**src/rtl/qwc_udiv.sv**
```systemverilog
// Bit-serial restoring unsigned divider, one quotient bit per cycle
module qwc_udiv #(
	parameter int NUM_W = 68,
	parameter int DEN_W = 32
) (
	input  logic             clk,
	input  logic             arst_n,
	input  logic             start,
	input  logic [NUM_W-1:0] numer,
	input  logic [DEN_W-1:0] denom,
	output logic             done,
	output logic [NUM_W-1:0] quot
);
	localparam int CNT_W = $clog2(NUM_W + 1);

	logic [NUM_W-1:0] num_q;
	logic [DEN_W-1:0] den_q, rem_q;
	logic [CNT_W-1:0] cnt_q;
	logic             busy_q, done_q;

	logic [DEN_W:0] rem_sh, rem_nx;
	logic           ge;

	// Shift in one dividend bit and try the subtract
	always_comb begin
		rem_sh = {rem_q, num_q[NUM_W-1]};
		ge     = rem_sh >= {1'b0, den_q};
		rem_nx = ge ? (rem_sh - {1'b0, den_q}) : rem_sh;
	end

	// Control
	always_ff @(posedge clk or negedge arst_n) begin
		if (!arst_n) begin
			busy_q <= 1'b0;
			done_q <= 1'b0;
			cnt_q  <= '0;
		end else begin
			done_q <= 1'b0;
			if (start) begin
				busy_q <= 1'b1;
				cnt_q  <= '0;
			end else if (busy_q) begin
				if (cnt_q == CNT_W'(NUM_W - 1)) begin
					busy_q <= 1'b0;
					done_q <= 1'b1;
				end
				cnt_q <= cnt_q + 1'b1;
			end
		end
	end

	// Datapath: the dividend register fills with quotient bits
	always_ff @(posedge clk) begin
		if (start) begin
			num_q <= numer;
			den_q <= denom;
			rem_q <= '0;
		end else if (busy_q) begin
			num_q <= {num_q[NUM_W-2:0], ge};
			rem_q <= rem_nx[DEN_W-1:0];
		end
	end

	assign done = done_q;
	assign quot = num_q;
endmodule

```
**config.mk**
```make
export PLATFORM = sky130hd
export DESIGN_NAME = qwc_udiv
export DESIGN_NICKNAME = d
export VERILOG_FILES = /design/src/rtl/qwc_udiv.sv
export SDC_FILE = /design/constraint.sdc
export NUM_CORES = 1
export LEC_CHECK = 0
export BUFFER_PORTS_ARGS = -buffer_cell sky130_fd_sc_hd__buf_2
export CAP_MARGIN = 20
export CORE_MARGIN = 5
export CORE_UTILIZATION = 45
export DETAILED_ROUTE_END_ITERATION = 10
export HOLD_SLACK_MARGIN = 0.03
export PLACE_DENSITY = 0.71
export SYNTH_ARGS = -nofsm -noshare
export SYNTH_HDL_FRONTEND = slang
export SYNTH_SLANG_ARGS = --single-unit
```
**constraint.sdc**
```tcl
create_clock -name clk -period 3.59 [get_ports clk]
set_clock_uncertainty 0.1 [all_clocks]
set_input_delay 0.718 -clock clk [delete_from_list [all_inputs] [get_ports clk]]
set_output_delay 0.718 -clock clk [all_outputs]
set_load 0.1 [all_outputs]
```
# == Word level (Yosys, flattened, before mapping) ==
# Index checks and enable logic that the tools add are counted.
# word_totals
register_bits,141
latch_bits,0
mem_bits_rw,0
romBits,0
inputBits,103
output_inout_bits,69
elab_cells,22
n_memories,0
# op_classes
n_addsub,2
mul,0
n_div,0
n_lt_le_gt_ge,1
n_eq_ne,1
shifts,0
mux,11
n_bitwise,0
n_reduce_logical,1
# op_table
cell,count
68-bit two-way mux,2
33-bit by 32-bit greater-or-equal comparator with 1-bit output,1
32-bit two-way mux,1
32-bit subtractor,1
7-bit two-way mux,2
"7-bit by 1-bit adder with 7-bit output, second input constant",1
"7-bit == test, second input constant",1
1-bit two-way mux,6
2-bit nonzero test,1

# == Depth between registers and ports, before layout ==
# depth
depth_word,4
mapped_depth,13
depth_no_buf,12

# == Worst setup path after synthesis ==
# No wires, ideal clock.
# synth_timing
path_kind,register to register
start,"reg num_q[67], in the netlist quot[67]"
end,reg rem_q[24]
setup_time_ns,0.137
arrival_time_ns,3.258
t_required_ns,3.353
path_slack_ns,0.095
stages_incl_launch_ff,13
n_path_buf,0
period_less_slack_ns,3.495
cell_sequence,edfxtp_1 inv_1 ha_1 fa_1 and2b_1 o2111ai_1 a31o_1 a211o_1 a21oi_1 o21ai_1 mux2i_1 o31ai_1 a211oi_1
# synth_via
elab_chain_cells,2
word_cells_on_any_way,3
cone_classes,1 x add/sub; 1 x order compare; 1 x mux
# synth_rtl
item,line_no,rtl
from (decl),16,logic [NUM_W-1:0] num_q;
from (signal assigned),55,num_q <= numer;
from (signal assigned),59,"num_q <= {num_q[NUM_W-2:0], ge};"
32-bit subtractor / 33-bit by 32-bit greater-or-equal comparator with 1-bit output (equally long branches),"28, 27",
32-bit two-way mux *,28,"rem_nx = ge ? (rem_sh - {1'b0, den_q}) : rem_sh;"
to (signal assigned),60,rem_q <= rem_nx[DEN_W-1:0];
to (decl),17,"logic [DEN_W-1:0] den_q, rem_q;"
# Every way passes the cells marked *; elsewhere a longest branch is shown, timed or not.
# A chain may end at the register's enable or synchronous reset.

# == Final worst setup path ==
# Same ends and word-level chain as after synthesis.

==> metrics.csv <==
stage,metric,value,unit
timing,max frequency,308,MHz
final_layout,fin cells,1063,
final_layout,"commonest non-fill, non-tap cell in the layout",buf_2,
drt,DR pass1 iterations,5,
placement,gp weighted congestion,0.796,
drt,Via Count,5616,
final_layout,share of cells above drive strength 1,35.9,%
worst_setup_path,Setup crit start kind,flop,
floorplanning,FP Rows,47,
clocking,Setup Buffers After CTS,0,
final_layout,"commonest non-fill, non-tap cells in the layout","170 x buf_2, 100 x edfxtp_1, 68 x mux2_2",
global_routing,gr usage total,18.1,%
synth,main flop type after synthesis,edfxtp_1,
timing,Rel. slew slack,45.7,%
synth,Syn Nets,793,
floorplanning,Die Area,19300,µm²
floorplanning,Core Area,16500,µm²
worst_setup_path,Setup CP Type,reg -> reg,
global_routing,total gr overflow,0,
drt,Iter 0 DRT Violations,276,
timing,Worst-Margin Slew,0.812,ns
timing,fin crit share,90.6,%
status,status,"complete, no violations",
drt,Residual DRC,0,
final_layout,P&R area growth vs syn,22.9,%
clocking,CTS tree,done,
floorplanning,DIE WIDTH,139,µm
worst_setup_path,critical path capture point type,flop,
worst_setup_path,crit-path max FO,3,
synth,ys async rst share,6.38,%
timing,"Slew Viols, Final",0,
timing,setup_tns,0,ns
timing,worst hold slack,0.364,ns
min_path,Min-Delay Path Depth,1,
final_layout,multi-input logic area,3340,µm²
worst_setup_path,worst path required time,3.75,ns
clocking,CTS max path bufs,2,
synth,post-synth cell types,73,
floorplanning,IO Count,172,
timing,worst setup margin,0.338,ns
drt,final antenna-violating net count,0,
placement,DP Wirelength,12.7,mm
drt,DR WL/cell,16.6,µm
clocking,htree depth,4,
timing,"Min Clock Period, post-route",3.25,ns
synth,sequential share of the synthesized area,51.6,%
worst_setup_path,Worst Reg-to-Reg Cells,12,
clocking,root buf cell,clkbuf_16,
worst_setup_path,WP data arrival,3.41,ns
job,max_cap viols,0,
min_path,worst min path class,in -> reg,
pwr,total leakage power,4.08,nW
final_layout,Register Area,3870,µm²
placement,Placed Cells,1028,
final_layout,# fillers,1430,
pwr,power per cell area,703,nW/µm²
clocking,CTS resizes,0,
final_layout,final net count,966,
global_routing,initial antenna violation count,3,
placement,number of buffers added on ports,171,
clocking,CTS buffer count,17,
timing,endpoints failing setup,0,
timing,unrepaired setup endpoints after global routing,no,
synth,cell count after synthesis,656,
floorplanning,initial core utilization,45.5,%
clocking,Skew-Pair Late Insertion Delay,0.42,ns
synth,YS warnings,0,
drt,vias per cell,5.28,
drt,routed wire length,17.6,mm
timing,Final Hold Fails,0,
synth,Syn Area/Cell,11.4,µm²
global_routing,largest net degree at the start of global routing,68,
pwr,maximum vdd drop,471,µV
placement,DP Worst Slack,0.264,ns
floorplanning,Die Y,139,µm
synth,"EDFF count, synth",100,
global_routing,global-route wire length before repair,28.2,mm
clocking,clock sink count,141,
synth,#FFs+latches synth,141,
global_routing,number of global-route vias before repair,5692,
pwr,Pwr Total,6.47,mW
synth,synthesized area,7500,µm²
clocking,clk slew on worst S/H paths,0.07,ns
critical path: stages, from the launching register on:
cell,delay (ns)
edfxtp_1,0.43
inv_1,0.07
ha_1,0.23
fa_1,0.38
and2b_1,0.25
o2111ai_1,0.18
a31o_1,0.28
a211o_1,0.31
a21oi_1,0.26
o21ai_1,0.13
mux2i_1,0.14
o31ai_1,0.22
a211oi_1,0.11
synth_stat cells, types with 2 or more instances:
cell type,instances,area [µm²]
dfrtp_1,9,225
o21ai_0,15,75.1
or2_1,2,12.5
a311oi_1,2,17.5
a211oi_1,24,180
ha_1,33,413
nor3_1,4,20.0
xor2_1,11,96.3
a31oi_1,5,31.3
nand2b_1,7,43.8
edfxtp_1,100,3000
a21oi_2,2,17.5
clkbuf_1,18,67.6
inv_1,42,158
o21a_1,3,22.5
a21boi_0,2,15.0
nand2_1,34,128
o31ai_1,3,22.5
a21oi_1,45,225
buf_2,7,35.0
o21ai_1,3,15.0
mux2_2,68,766
nor3_2,2,20.0
nand3_1,6,30.0
and2_1,2,12.5
nand4_1,6,37.5
nor2b_1,6,37.5
a21o_1,14,105
o211a_1,2,20.0
buf_1,2,7.51
and3_1,4,25.0
or3_1,5,31.3
a211oi_2,2,25.0
o211ai_1,2,15.0
mux2i_1,12,120
xnor2_1,16,140
dfxtp_1,32,641
nor2_1,65,244
buf_6,3,33.8
o21ai_2,2,17.5
or4_1,2,15.0
cell families after synthesis:
group / after synthesis / synth area share, %
buf+inv: 72 / 4.02
mux: 80 / 11.8
fa+ha+maj: 34 / 5.78
simple gates: 157 / 10.2
flops: 141 / 51.6
compound gates: 145 / 13.4
xor+xnor: 27 / 3.15
worst paths after layout:
path	slack (ns)	start	endpoint
worst max-delay path	0.34	quot[67]$_DFFE_PP_	rem_q[24]$_SDFFE_PP0P_
worst min-delay path	0.36	denom[12]	den_q[12]$_DFFE_PP_
worst max register to register	0.34	quot[67]$_DFFE_PP_	rem_q[24]$_SDFFE_PP0P_
worst min register to register	0.39	rem_q[29]$_SDFFE_PP0P_	rem_q[29]$_SDFFE_PP0P_
max in group asynchronous	2.62	arst_n	busy_q$_DFF_PN0_
min in group asynchronous	0.57	arst_n	done$_DFF_PN0_
per-stage QoR:
stage	area (µm²)	utilization (%)
2_1_floorplan	7500	-
5_1_grt	9210	55.9
6_report	9210	55.9
3_3_place_gp	8610	52.3
3_5_place_dp	8610	52.3
4_1_cts	9190	55.8
state kept, by name, summed over array words and instances, names as in the netlist:
register	count
busy_q	1
cnt_q	7
den_q	32
done	1
quot	68
rem_q	32
metal layers:
metal  global-route usage, %  wire length [µm]
met1                    22.0              7440
met2                    29.4              8290
met3                    8.17              1650
met4                    5.15               210
met5                       0                21
repair_timing:
item,CTS,global route
setup endpoints to repair,0,4
hold buffers,1,0
endpoints found under the hold margin,9,0
layout make-up:
class                      instances  share of cell area (%)
sequential                       141                    42.0
clock buffer                      17                    4.62
antenna                            1                  0.0272
tap                              220                    2.99
clock inverter                    15                    1.64
timing repair buffer             183                    10.7
inverter                          42                    1.71
multi-input combinational        444                    36.2
report_power, final:
part / internal (mW) / switching [mW] / leakage [nW]
sequential: 2.01 / 0.165 / 1.41
clock: 0.980 / 0.763 / 0.276
combinational: 0.884 / 1.67 / 2.39
total: 3.87 / 2.60 / 4.08
(Power assumes the default switching activity.)
