$ cat src/rtl/qwc_isqrt.sv
// Bit-serial floor integer square root, two radicand bits per cycle
module qwc_isqrt #(
	parameter int RAD_W = 96
) (
	input  logic               clk,
	input  logic               arst_n,
	input  logic               start,
	input  logic [RAD_W-1:0]   radicand,
	output logic               done,
	output logic [RAD_W/2-1:0] root
);
	localparam int RT_W  = RAD_W / 2;
	localparam int REM_W = RT_W + 3;
	localparam int CNT_W = $clog2(RT_W + 1);

	logic [RAD_W-1:0] rad_q;
	logic [RT_W-1:0]  root_q;
	logic [REM_W-1:0] rem_q;
	logic [CNT_W-1:0] cnt_q;
	logic             busy_q, done_q;

	logic [REM_W-1:0] rem_sh, trial;
	logic             ge;

	// One restoring step
	always_comb begin
		rem_sh = {rem_q[REM_W-3:0], rad_q[RAD_W-1:RAD_W-2]};
		trial  = REM_W'({root_q, 2'b01});
		ge     = rem_sh >= trial;
	end

	// Control
	always_ff @(posedge clk or negedge arst_n) begin
		if (!arst_n) begin
			busy_q <= 1'b0;
			done_q <= 1'b0;
			cnt_q  <= '0;
		end else begin
			done_q <= 1'b0;
			if (start) begin
				busy_q <= 1'b1;
				cnt_q  <= '0;
			end else if (busy_q) begin
				if (cnt_q == CNT_W'(RT_W - 1)) begin
					busy_q <= 1'b0;
					done_q <= 1'b1;
				end
				cnt_q <= cnt_q + 1'b1;
			end
		end
	end

	// Datapath
	always_ff @(posedge clk) begin
		if (start) begin
			rad_q  <= radicand;
			root_q <= '0;
			rem_q  <= '0;
		end else if (busy_q) begin
			rad_q  <= {rad_q[RAD_W-3:0], 2'b00};
			root_q <= {root_q[RT_W-2:0], ge};
			rem_q  <= ge ? (rem_sh - trial) : rem_sh;
		end
	end

	assign done = done_q;
	assign root = root_q;
endmodule

$ cat config.mk
export PLATFORM = sky130hd
export DESIGN_NAME = qwc_isqrt
export DESIGN_NICKNAME = d
export VERILOG_FILES = /design/src/rtl/qwc_isqrt.sv
export SDC_FILE = /design/constraint.sdc
export NUM_CORES = 1
export LEC_CHECK = 0
export BUFFER_PORTS_ARGS = -buffer_cell sky130_fd_sc_hd__buf_2
export CORE_UTILIZATION = 50
export DETAILED_ROUTE_END_ITERATION = 12
export PLACE_DENSITY = 0.71
export SKIP_CTS_REPAIR_TIMING = 1
export SLEW_MARGIN = 0
export SYNTH_ARGS = -nofsm -noshare
export SYNTH_HDL_FRONTEND = slang
export SYNTH_SLANG_ARGS = --single-unit
$ cat constraint.sdc
create_clock -name clk -period 4.9 [get_ports clk]
set_clock_uncertainty 0.15 [all_clocks]
set_input_delay 0 -clock clk [delete_from_list [all_inputs] [get_ports clk]]
set_output_delay 0 -clock clk [all_outputs]
set_load 0.05 [all_outputs]
* Word level (Yosys, flattened, before mapping)
Cells that the tools add are included.
** Word-level totals
- Flip-flop bits (word level) :: 201
- Bits of input ports :: 99
- Output and inout port bits :: 49
- Word-level logic and storage cells :: 22
** Operators by class
- $add $sub $neg :: 2
- Magnitude comparators :: 1
- Equal/unequal tests :: 1
- Muxes and demuxes :: 11
- Reductions and logical operators :: 1
** Operators with widths (count)
- 96-bit 2-to-1 mux :: 2
- 51-bit by 50-bit >= comparator with 1-bit output :: 1
- 49-bit 2-to-1 mux :: 1
- 49-bit subtractor :: 1
- 6-bit 2-to-1 mux :: 2
- 6-bit by 1-bit adder with 6-bit output, second input constant :: 1
- 6-bit == test, second input constant :: 1
- 1-bit 2-to-1 mux :: 6
- 2-bit nonzero test :: 1

* Logic depth before layout (Yosys ltp)
Gate-level depths: netlist of the first run.
- Word-level depth :: 4
- Mapped depth :: 15
- Mapped depth without buffers :: 12

* Worst setup path before layout of the first run
OpenSTA, ideal clock, no wires.
- Kind :: register to register
- Start :: reg root_q[15] (netlist: root[15])
- End :: reg rem_q[45]
- Library setup time :: 0.129 ns
- Arrival :: 3.133 ns
- Required time :: 4.621 ns
- Slack :: 1.488 ns
- Cell stages (with the launch flop) :: 14
- Buffers on the path :: 3
- Period minus slack after synthesis :: 3.412 ns
- Cell sequence :: dfxtp_1 -> inv_1 -> ha_1 -> buf_2 -> nand4_1 -> or3_1 -> or4_1 -> nor4_2 -> nor4_1 -> a21boi_2 -> buf_4 -> buf_2 -> a32oi_1 -> o31ai_1
** Between the ends
- Longest elaborated chain between the ends :: 2
- Elaborated cells between the ends (all ways) :: 3
- Classes of those cells :: add/sub: 1; order compare: 1; mux: 1
** Ends and longest elaborated chain
- start, declared :: line 17 : logic [RT_W-1:0] root_q;
- start signal, assigned :: line 61 : root_q <= {root_q[RT_W-2:0], ge};
- 49-bit subtractor / 51-bit by 50-bit >= comparator with 1-bit output (equally long branches) :: line 62, 29
- 49-bit 2-to-1 mux (*) :: line 62 : rem_q <= ge ? (rem_sh - trial) : rem_sh;
- end signal, assigned :: line 62
- end, declared :: line 18 : logic [REM_W-1:0] rem_q;
Mark *: on every way between the ends. The rest lies on a longest branch, timed or not.
A chain may end at the register's enable or synchronous reset.

* Worst setup path after layout of the first run
- Start :: reg root_q[20] (netlist: root[20])
- End :: reg rem_q[5]
** Between the ends
- Longest elaborated chain between the ends :: 2
** Ends and longest elaborated chain
- 51-bit by 50-bit >= comparator with 1-bit output :: line 29 : ge = rem_sh >= trial;
- 49-bit 2-to-1 mux :: line 62
No other way between the ends.

==> results of run 1 <==
## layout by cell type (no fill, tap or decap), types with 5 or more instances in the layout
master | synthesis | routed
o21ai_0 | 33 | 33
nand2_1 | 121 | 121
dfrtp_1 | 8 | 7
clkbuf_16 | 0 | 23
clkinv_2 | 0 | 6
a21o_1 | 22 | 22
nor4_1 | 7 | 7
xnor2_1 | 37 | 37
nor2b_1 | 6 | 6
inv_1 | 66 | 65
ha_1 | 51 | 51
dfxtp_1 | 97 | 97
mux2_2 | 94 | 94
o21a_1 | 5 | 5
o21ai_1 | 9 | 9
o21bai_1 | 8 | 8
nand2b_1 | 5 | 5
nor3_1 | 6 | 6
dlygate4sd3_1 | 0 | 99
a32oi_1 | 8 | 8
buf_4 | 1 | 5
a31oi_1 | 6 | 6
clkbuf_1 | 45 | 6
a311oi_1 | 30 | 30
edfxtp_1 | 96 | 96
nand4_1 | 19 | 19
nor3b_1 | 5 | 5
o31ai_1 | 5 | 5
a211oi_1 | 5 | 5
and3_1 | 10 | 10
and2_1 | 7 | 7
nand3_1 | 9 | 9
xor2_1 | 11 | 11
mux2i_1 | 52 | 52
a21oi_1 | 55 | 55
nor2_1 | 120 | 120
buf_2 | 8 | 146
## where the power goes
group	internal, mW	switching, mW
registers	2.01	0.145
logic	1.56	2.02
clock network	0.941	0.706
## sequential cells by signal, summed over array words and instances, names as in the netlist
register / flops
done: 1
root: 48
rad_q: 96
busy_q: 1
rem_q: 49
cnt_q: 6
## routing by layer
| metal | wire length [um] | global-route usage (%) | up-vias |
|---|---|---|---|
| met5 | 0 | 0 | - |
| met2 | 12900 | 36.0 | 237 |
| met1 | 11800 | 26.9 | 4181 |
| met3 | 1380 | 5.63 | 42 |
| met4 | 540 | 5.94 | 0 |
| li1 | - | - | 4461 |
## metrics by stage
step / power, mW / area (um2)
after floorplan: 5.01 / 11200
after global placement: 5.64 / 12000
after detailed placement: 5.66 / 12000
after CTS: 7.33 / 12800
after global routing: 7.91 / 13700
final: 7.38 / 13700
## cells by family (layout without fill, tap and decap cells)
family | after synthesis | in the layout | share of synthesized area [%]
fa+ha+maj | 51 | 51 | 5.71
xor+xnor | 48 | 48 | 3.76
flops | 201 | 201 | 45.0
buf+inv | 133 | 360 | 5.00
mux | 146 | 146 | 14.1
simple gates | 328 | 328 | 13.1
compound gates | 216 | 216 | 13.3
## cell type report
cell class | instances | area share, %
inverters | 66 | 1.81
clock buffers | 30 | 4.45
clock inverters | 11 | 0.719
flip-flops and latches | 201 | 36.6
multi-input cells | 789 | 40.7
well taps | 280 | 2.55
repair buffers | 253 | 13.2
## tightest hold or removal path, cell delays in order
cell,delay (ns)
dlygate4sd3_1,0.52
buf_2,0.09
mux2_2,0.12
## final timing paths
path / cells past startpoint / endpoint / start
max: 13 / rem_q[5]$_SDFFE_PP0P_ / root[20]$_SDFFE_PP0P_
min: 3 / rad_q[63]$_DFFE_PP_ / radicand[63]
max reg2reg: 13 / rem_q[5]$_SDFFE_PP0P_ / root[20]$_SDFFE_PP0P_
min reg2reg: 2 / rem_q[0]$_SDFFE_PP0P_ / rem_q[0]$_SDFFE_PP0P_
max in group asynchronous: 3 / busy_q$_DFF_PN0_ / arst_n
min in group asynchronous: 3 / cnt_q[5]$_DFFE_PN0P_ / arst_n
==> metrics.txt, run 1 <==
CP Buf/Inv Count=2; top_reg_cell synth=dfxtp_1; final-report max-slew violation count=0; crit end category=register; gp weighted congestion=0.922; number of inserted diodes=0; most used cell, CP=nand2_1; Leak=6.10 nW; htree depth=1; Cell Pwr Density=between 500 and 600 mW/mm2; Yosys top cell area share=between 20 and 30%; Mean Syn Cell Area=around 10 um2; crit path cell chain=inv_1 -> ha_1 -> nand2_1 -> o211ai_1 -> a31o_2 -> nor3b_1 -> a21oi_2 -> o21a_2 -> o21ai_2 -> a21bo_2 -> buf_4 -> nand2_1 -> a311oi_1; initial drt markers=about 410; #FFs+latches synth=approximately 200; Avg WL per Cell=16.3 um; PnR worst setup slack=1.08 ns; cell count after synthesis=1,123; Seq/Total Area, Yosys=about 45%; I/O pin cnt=roughly 150; # DRC=0; Final Cycle Share=between 70 and 80%; Max Cap Viol=0; CTS tree=done; largest net degree at the start of global routing=117; WP data arrival=between 4 and 5 ns; hold_ws=between 0.15 and 0.2 ns; # port buffers=147; Netlist cell types=69; # fillers=between 1,500 and 2,000; core area=~0.022 mm2; Routed WL=26,600 um; starting density of the core=between 50% and 60%; Setup CP Type=reg -> reg; Clock Tree Root=clkbuf_16; cell taking the most area after synthesis=edfxtp_1; nets=between 1,000 and 1,500; endpoints failing setup=0; number of synthesized flops with an enable pin=96; worst reg2reg setup slack=between 1 and 1.5 ns; Synth area leaders=edfxtp_1 (26%), dfxtp_1 (17%), mux2_2 (9.5%), ha_1 (5.7%), mux2i_1 (4.7%); Std-Cell Rows=54; Multi-input gate area=around 0.0056 mm2; Commonest cells post-synth=nand2_1 (121), nor2_1 (120), dfxtp_1 (97); initial antenna violation count=0; GRT Util Overall=a little over a fifth; Synthesis Warnings=0; Netlist Area Pre-Place=0.0112 mm2; Max Freq=262 MHz; CP peak stage delay=between 0.6 and 0.7 ns; placed wire-length estimate=17,000 um; first-pass GRT wire length=39,700 um; crit start category=register; minimum clock period=~3.8 ns; Slew HR=a little over a quarter; utilization after layout=between 60% and 70%; DR vias=roughly 9,000; Slowest-stage cell, CP=a21bo_2; CP top delay family=compound AO/OA/AOI/OAI gates; RSZ-0062 raised after global routing=no; DRT antenna net count=0; clock slew at reported path FFs=roughly 0.06 ns; GRT overflow=0; die height=around 150 um; CTS buffer count=23; layout cell share with drive strength beyond 1=between 20% and 30%; Final Non-Filler Cells=between 1,500 and 2,000; Post-synth ARST share=around 4.0%; peak fanout along the critical path=31; most frequent cell after synthesis=nand2_1; Die Width=between 150 and 200 um; die area=around 0.023 mm2; Final Hold Violating Endpoints=0; setup tns final=0 ns; number of clock sinks=around 200; syn_nets=1,273; first-pass detailed-route iteration total=7; HP Class=in -> reg; vias in the first global route=roughly 8,300; worst endpoint required time=approximately 5.2 ns; Slew @ Worst Pin=1.09 ns; status=finished, final reports clean; Setup WS pre-CTS=1.08 ns; worst-case clock buffer depth=3; Clk Latency, worst-skew pair=0.53 ns; Max VDD drop=0.268 mV; Placed Cells incl. Taps=1,490; Layout area overhead=23.0%; vias per inst=about 5.5; register area=between 0.005 and 0.006 mm2
(Power assumes the default switching activity.)
==> inputs of run 2 (changes only) <==
==> constraint.sdc (replaced) <==
create_clock -name clk -period 3.9 [get_ports clk]
set_clock_uncertainty 0.15 [all_clocks]
set_input_delay 0 -clock clk [delete_from_list [all_inputs] [get_ports clk]]
set_output_delay 0 -clock clk [all_outputs]
set_load 0.05 [all_outputs]
==> run 2 against run 1 <==
  * First-iteration DRC count is 7.6% higher
  * Combinational power is 28% higher
  * Wire length up 3.4%
  * Register-to-register slack got worse by 0.69 ns
  * Largest cell class unchanged
  * Setup slack got worse by 0.69 ns
  * Non-clock buffer count increased by 25
  * Global-route usage increased by 0.22 points
  * Final area rose by 2.1%
  * Total power is 28% higher
  * Die area unchanged
  * Clock power up 32%
==> metrics.txt, run 2 (synthesized netlist as in run 1, its figures left out) <==
status=finished, final reports clean (unchanged); nets=1,509 (was 1,484); number of inserted diodes=0 (unchanged); most frequent cells in the layout=buf_2 (146), nand2_1 (121), nor2_1 (120) (unchanged); Setup CP Type=reg -> reg (unchanged); vias in the first global route=8,279 (was 8,307); placed wire-length estimate=16,900 um (was 17,000 um); endpoints failing setup=0 (unchanged); worst-case clock buffer depth=3 (unchanged); Slew HR=37.4% (was 27.1%); Max Freq=285 MHz (was 262 MHz); die height=151 um (unchanged); Routed WL=27,500 um (was 26,600 um); WP data arrival=3.79 ns (was 4.10 ns); clock slew at reported path FFs=0.06 ns (about the same); Slew @ Worst Pin=0.938 ns (was 1.09 ns); Cell Pwr Density=675 mW/mm2 (was 537 mW/mm2); core area=0.0219 mm2 (unchanged); combinational group share of total power=48.3% (was 48.5%); HP Class=in -> reg (unchanged); final-report max-slew violation count=0 (unchanged); setup tns final=0 ns (unchanged); gp weighted congestion=0.956 (was 0.922); DR vias=9,141 (was 8,921); CTS tree=done (unchanged); Leak=6.24 nW (was 6.10 nW); Int Power=5.81 mW (was 4.51 mW); first-pass GRT wire length=40,200 um (was 39,700 um); I/O pin cnt=148 (unchanged); RSZ-0062 raised after global routing=no (unchanged); sequential share of power=28.7% (was 29.2%); Pwr Total=9.47 mW (was 7.38 mW); Avg WL per Cell=16.6 um (was 16.3 um); Clk network pwr share=23.1% (was 22.3%); first-pass detailed-route iteration total=5 (was 7); crit path cell chain=inv_1 -> ha_1 -> a21oi_1 -> nand3_2 -> a221oi_4 -> o211ai_2 -> a21oi_2 -> o21a_2 -> o21ai_2 -> a21boi_4 -> buf_4 -> nand2_1 -> a311oi_1 (was inv_1 -> ha_1 -> nand2_1 -> o211ai_1 -> a31o_2 -> nor3b_1 -> a21oi_2 -> o21a_2 -> o21ai_2 -> a21bo_2 -> buf_4 -> nand2_1 -> a311oi_1); Final Hold Violating Endpoints=0 (unchanged); htree depth=1 (unchanged); most common cell after layout, fill and taps aside=buf_2 (unchanged); Final Cycle Share=90.1% (was 78.0%); Clock Tree Root=clkbuf_16 (unchanged); switching part of the total=38.6% (was 38.9%); peak fanout along the critical path=30 (was 31); max FFs per register=96 (unchanged); die area=0.0230 mm2 (unchanged); Clk Latency, worst-skew pair=0.53 ns (about the same); Slowest-stage cell, CP=a221oi_4 (was a21bo_2); initial drt markers=440 (was 409); initial antenna violation count=0 (unchanged); Max VDD drop=0.442 mV (was 0.268 mV); CP Buf/Inv Count=2 (unchanged); Max Cap Viol=0 (unchanged); CP peak stage delay=0.45 ns (was 0.62 ns); Top reg by flops=rad_q (unchanged); # port buffers=147 (unchanged); GRT Util Overall=21.6% (was 21.4%); worst endpoint required time=4.17 ns (was 5.18 ns); number of clock sinks=201 (unchanged); starting density of the core=51.0% (unchanged); Std-Cell Rows=54 (unchanged); crit start category=register (unchanged); # DRC=0 (unchanged); minimum clock period=3.51 ns (was 3.82 ns); Die Width=151 um (unchanged); vias per inst=5.52 (was 5.47); CTS buffer count=23 (unchanged); GRT overflow=0 (unchanged); crit end category=register (unchanged); net load switching power=3.65 mW (was 2.88 mW); largest net degree at the start of global routing=97 (was 117); DRT antenna net count=0 (unchanged); layout cell share with drive strength beyond 1=22.2% (was 22.1%); Layout area overhead=25.6% (was 23.0%); CP top delay family=compound AO/OA/AOI/OAI gates (unchanged)
run 2: power by group through the flow:
stage | logic (mW) | registers (mW) | clock network, mW
after floorplan | 3.57 | 2.72 | 0
after global placement | 4.36 | 2.74 | 0
after detailed placement | 4.40 | 2.74 | 0
after CTS | 4.42 | 2.71 | 2.22
after global routing | 5.07 | 2.74 | 2.31
final | 4.57 | 2.72 | 2.18
run 2: routing by layer:
layer  part of all wire, %  global-route usage [%]  vias to the layer above  wire (um)
met1                    44                    27.6                     4341      12100
li1                      -                       -                     4515          -
met2                    49                    35.5                      236      13300
met5                     0                       0                        -          0
met4                   2.2                    6.19                        0        602
met3                   5.1                    6.02                       49       1400
run 2: path summary, 6_finish.rpt:
path / from / endpoint / slack [ns] / cells after the start
worst max-delay path: root[2]$_SDFFE_PP0P_ / rem_q[4]$_SDFFE_PP0P_ / 0.39 / 13
worst min-delay path: radicand[43] / rad_q[43]$_DFFE_PP_ / 0.15 / 3
worst max register to register: root[2]$_SDFFE_PP0P_ / rem_q[4]$_SDFFE_PP0P_ / 0.39 / 13
worst min register to register: rem_q[21]$_SDFFE_PP0P_ / rem_q[21]$_SDFFE_PP0P_ / 0.33 / 2
max in group asynchronous: arst_n / busy_q$_DFF_PN0_ / 2.97 / 3
min in group asynchronous: arst_n / cnt_q[5]$_DFFE_PN0P_ / 0.32 / 3
run 2: worst register-to-register path: stages, from the launching register on:
cell      delay, ns
dfxtp_1        0.37
inv_1          0.06
ha_1           0.37
a21oi_1        0.26
nand3_2        0.21
a221oi_4       0.45
o211ai_2       0.19
a21oi_2        0.19
o21a_2         0.18
o21ai_2        0.11
a21boi_4       0.15
buf_4          0.33
nand2_1        0.12
a311oi_1       0.28
run 2: final cells by class:
| class | count | area [um2] |
|---|---|---|
| timing repair buffer | 278 | 2050 |
| clock inverter | 9 | 86.3 |
| inverter | 66 | 249 |
| sequential | 201 | 5030 |
| tap | 280 | 350 |
| multi-input combinational | 789 | 5600 |
| clock buffer | 33 | 674 |
| fill | 1767 | 7860 |
run 2: stage by stage:
stage | worst slack [ns] | utilization, % | instances | hold slack [ns] | instance area (um2)
after floorplan | 0.488 | - | 1123 | -0.446 | 11200
after global placement | 0.517 | 55.2 | 1495 | -0.295 | 12100
after detailed placement | 0.382 | 55.2 | 1495 | -0.295 | 12100
after CTS | 0.372 | 58.7 | 1537 | -0.854 | 12800
after global routing | 0.0746 | 64.1 | 1656 | 0.156 | 14000
final | 0.386 | 64.1 | 1656 | 0.155 | 14000
==> inputs of run 3 (changes only) <==
--- a/config.mk
+++ b/config.mk
@@ -5,10 +5,11 @@
 export SDC_FILE = /design/constraint.sdc
 export NUM_CORES = 1
 export LEC_CHECK = 0
+export ABC_AREA = 1
 export BUFFER_PORTS_ARGS = -buffer_cell sky130_fd_sc_hd__buf_2
 export CORE_UTILIZATION = 50
 export DETAILED_ROUTE_END_ITERATION = 12
-export PLACE_DENSITY = 0.71
+export PLACE_DENSITY = 0.7
 export SKIP_CTS_REPAIR_TIMING = 1
 export SLEW_MARGIN = 0
 export SYNTH_ARGS = -nofsm -noshare
==> run 3 against run 2 <==
  * Combinational power up 37%
  * Sequential share of layout area down 2.1 points
  * Clock-buffer cell count down 1
  * Global-route usage up 5.6 points
  * Sequential power about the same
  * The flow now finishes with violations (negative hold slack)
  * Register-to-register slack better by 0.48 ns
  * Utilization down 1.0 points
  * Non-clock buffer count down 14
  * Cell count up 40%
  * Wire length up 33%
==> metrics.txt, run 3 <==
hold worst-path end=rad_q[19]$_DFFE_PP_ (was rad_q[43]$_DFFE_PP_); nets=2,128 (was 1,509); Commonest cells post-synth=nand2_1 (742), inv_1 (222), nor2_1 (112) (was nand2_1 (121), nor2_1 (120), dfxtp_1 (97)); GRT met1 Usage=35.3% (was 27.6%); Slew @ Worst Pin=0.965 ns (was 0.938 ns); initial drt markers=779 (was 440); clock slew at reported path FFs=0.06 ns (about the same); die height=158 um (was 151 um); Max Cap Viol=0 (unchanged); crit path cell chain=inv_1 -> ha_1 -> nand2_1 -> nor2_2 -> inv_2 -> nor2_2 -> and2_1 -> nand3b_4 -> nand2_4 -> buf_4 -> a21oi_1 -> o21ai_1 -> nand2_1 (was inv_1 -> ha_1 -> a21oi_1 -> nand3_2 -> a221oi_4 -> o211ai_2 -> a21oi_2 -> o21a_2 -> o21ai_2 -> a21boi_4 -> buf_4 -> nand2_1 -> a311oi_1); number of clock sinks=201 (unchanged); Clock Tree Root=clkbuf_16 (unchanged); Placed Area=0.0131 mm2 (was 0.0121 mm2); top_reg_cell synth=dfxtp_1 (unchanged); fin area=0.0149 mm2 (was 0.0140 mm2); vias in the first global route=10,700 (was 8,279); starting density of the core=51.4% (was 51.0%); Cell Pwr Density=749 mW/mm2 (was 675 mW/mm2); met3 Use GR=4.33% (was 6.02%); Synth area leaders=edfxtp_1 (24%), nand2_1 (23%), dfxtp_1 (16%), inv_1 (6.9%), ha_1 (5.3%) (was edfxtp_1 (26%), dfxtp_1 (17%), mux2_2 (9.5%), ha_1 (5.7%), mux2i_1 (4.7%)); met2 track demand over resource=45.9% (was 35.5%); crit end category=register (unchanged); # fillers=2,116 (was 1,767); Most Crowded Layer GR=met2 (unchanged); minimum clock period=3.03 ns (was 3.51 ns); status=complete, but fails checks (was finished, final reports clean); vias per inst=5.12 (was 5.52); peak fanout along the critical path=26 (was 30); first-pass GRT wire length=53,200 um (was 40,200 um); # DRC=0 (unchanged); DRT antenna net count=0 (unchanged); most frequent cells in the layout=nand2_1 (742), inv_1 (220), buf_2 (146) (was buf_2 (146), nand2_1 (121), nor2_1 (120)); worst endpoint required time=4.17 ns (about the same); die area=0.0249 mm2 (was 0.0230 mm2); WP data arrival=3.30 ns (was 3.79 ns); cell taking the most area after synthesis=edfxtp_1 (unchanged); number of inserted diodes=0 (unchanged); Netlist cell types=39 (was 69); GRT overflow=0 (unchanged); setup tns final=0 ns (unchanged); Die Width=158 um (was 151 um); Slowest-stage cell, CP=ha_1 (was a221oi_4); Yosys top cell area share=23.7% (was 25.8%); Max Freq=330 MHz (was 285 MHz); layout cell share with drive strength beyond 1=12.1% (was 22.2%); violated checks=negative hold slack; crit start category=register (unchanged); Clk Latency, worst-skew pair=0.54 ns (was 0.53 ns); worst-case clock buffer depth=3 (unchanged); Final Hold Violating Endpoints=38 (was 0); Leak=7.71 nW (was 6.24 nW); CP peak stage delay=0.39 ns (was 0.45 ns); Routed WL=36,600 um (was 27,500 um); most common cell after layout, fill and taps aside=nand2_1 (was buf_2); first-pass detailed-route iteration total=7 (was 5); CTS buffer count=23 (unchanged); Avg WL per Cell=15.8 um (was 16.6 um); Post-synth ARST share=3.98% (unchanged); HP Class=in -> reg (unchanged); Setup CP Type=reg -> reg (unchanged); GRT Util Overall=27.2% (was 21.6%); Top reg by flops=rad_q (unchanged); number of synthesized flops with an enable pin=96 (unchanged); DR vias=11,800 (was 9,141); htree depth=1 (unchanged); placed wire-length estimate=24,800 um (was 16,900 um); I/O pin cnt=148 (unchanged); gp weighted congestion=0.940 (was 0.956); Mean Syn Cell Area=6.96 um2 (was 9.95 um2); hold depth=3 (unchanged); Netlist Area Pre-Place=0.0121 mm2 (was 0.0112 mm2); Seq/Total Area, Yosys=41.4% (was 45.0%); CTS tree=done (unchanged); worst r2r src=root[32]$_SDFFE_PP0P_ (was root[2]$_SDFFE_PP0P_); Worst R2R Path Depth=13 (unchanged); # port buffers=147 (unchanged); initial antenna violation count=0 (unchanged); endpoints failing setup=0 (unchanged); Hold Startpoint=start (was radicand[43]); core area=0.0236 mm2 (was 0.0219 mm2); Max VDD drop=0.383 mV (was 0.442 mV); Layout area overhead=22.7% (was 25.6%); final-report max-slew violation count=0 (unchanged); hold_ws=-0.0377 ns (was 0.155 ns); most frequent cell after synthesis=nand2_1 (unchanged); Final Cycle Share=77.7% (was 90.1%); Synthesis Warnings=0 (unchanged); syn_nets=1,894 (was 1,273); Std-Cell Rows=56 (was 54); RSZ-0062 raised after global routing=no (unchanged); FF-to-FF End=rem_q[13]$_SDFFE_PP0P_ (was rem_q[4]$_SDFFE_PP0P_); worst reg2reg setup slack=0.87 ns (was 0.39 ns); Slew HR=35.6% (was 37.4%); cell count after synthesis=1,744 (was 1,123); largest net degree at the start of global routing=64 (was 97); max FFs per register=96 (unchanged); #FFs+latches synth=201 (unchanged)
[run 3: cell count changes after synthesis, moves of 22 or more]
cell,before,now
inv_1,66,222
mux2_2,94,0
nand2_1,121,742
nand3_1,9,77
a21o_1,22,0
a311oi_1,30,0
o22ai_1,1,47
mux2i_1,52,0
[run 3: metal layers]
metal / share of wire [%] / vias up
li1: - / 5963
met1: 43 / 5400
met2: 48 / 405
met3: 6.1 / 74
met4: 3.1 / 0
met5: 0 / -
[run 3: metrics by stage]
stage	power, mW	instances	setup slack, ns	utilization [%]
3_5_place_dp	8.85	2168	0.866	55.6
6_report	11.2	2311	0.869	63.1
2_1_floorplan	7.36	1744	1.22	-
5_1_grt	12.1	2311	0.662	63.1
3_3_place_gp	8.80	2168	0.984	55.6
4_1_cts	11.0	2207	0.856	58.7
[run 3: layout make-up]
class                           count  area (um2)  share of cell area, %
Clock inverter                      7         101                  0.680
Sequential cell                   201        5020                   33.7
Inverter                          237         892                   5.99
Timing Repair Buffer              264        1890                   12.7
Clock buffer                       32         619                   4.16
Multi-Input combinational cell   1251        5970                   40.1
Tap cell                          319         399                   2.68
[run 3: power breakdown]
group,switching [mW],internal [mW]
registers,0.208,2.54
logic,4.14,2.13
clock network,0.898,1.24
total,5.24,5.91
[run 3: kinds of logic after synthesis]
logic type	share of synthesized area [%]
flops	41.4
simple gates	34.3
fa+ha+maj	5.26
xor+xnor	1.88
buf+inv	9.50
compound gates	7.71
[run 3: how the worst max path moves through the flow]
stage	to	startpoint	slack, ns	depth (start not counted)
floorplan	rem_q[21]$_SDFFE_PP0P_	root[23]$_SDFFE_PP0P_	1.22	14
global placement	rem_q[11]$_SDFFE_PP0P_	root[32]$_SDFFE_PP0P_	0.98	13
detailed placement	rem_q[13]$_SDFFE_PP0P_	root[32]$_SDFFE_PP0P_	0.87	13
CTS	rem_q[13]$_SDFFE_PP0P_	root[32]$_SDFFE_PP0P_	0.86	13
global route	rem_q[13]$_SDFFE_PP0P_	root[20]$_SDFFE_PP0P_	0.66	13
finish	rem_q[13]$_SDFFE_PP0P_	root[32]$_SDFFE_PP0P_	0.87	13
[run 3: critical path: cells and delay by family (launching register included)]
family	cells	cell delay (ns)
buf+inv	3	0.48
fa+ha+maj	1	0.39
compound gates	2	0.23
flops	1	0.32
simple gates	7	1.32
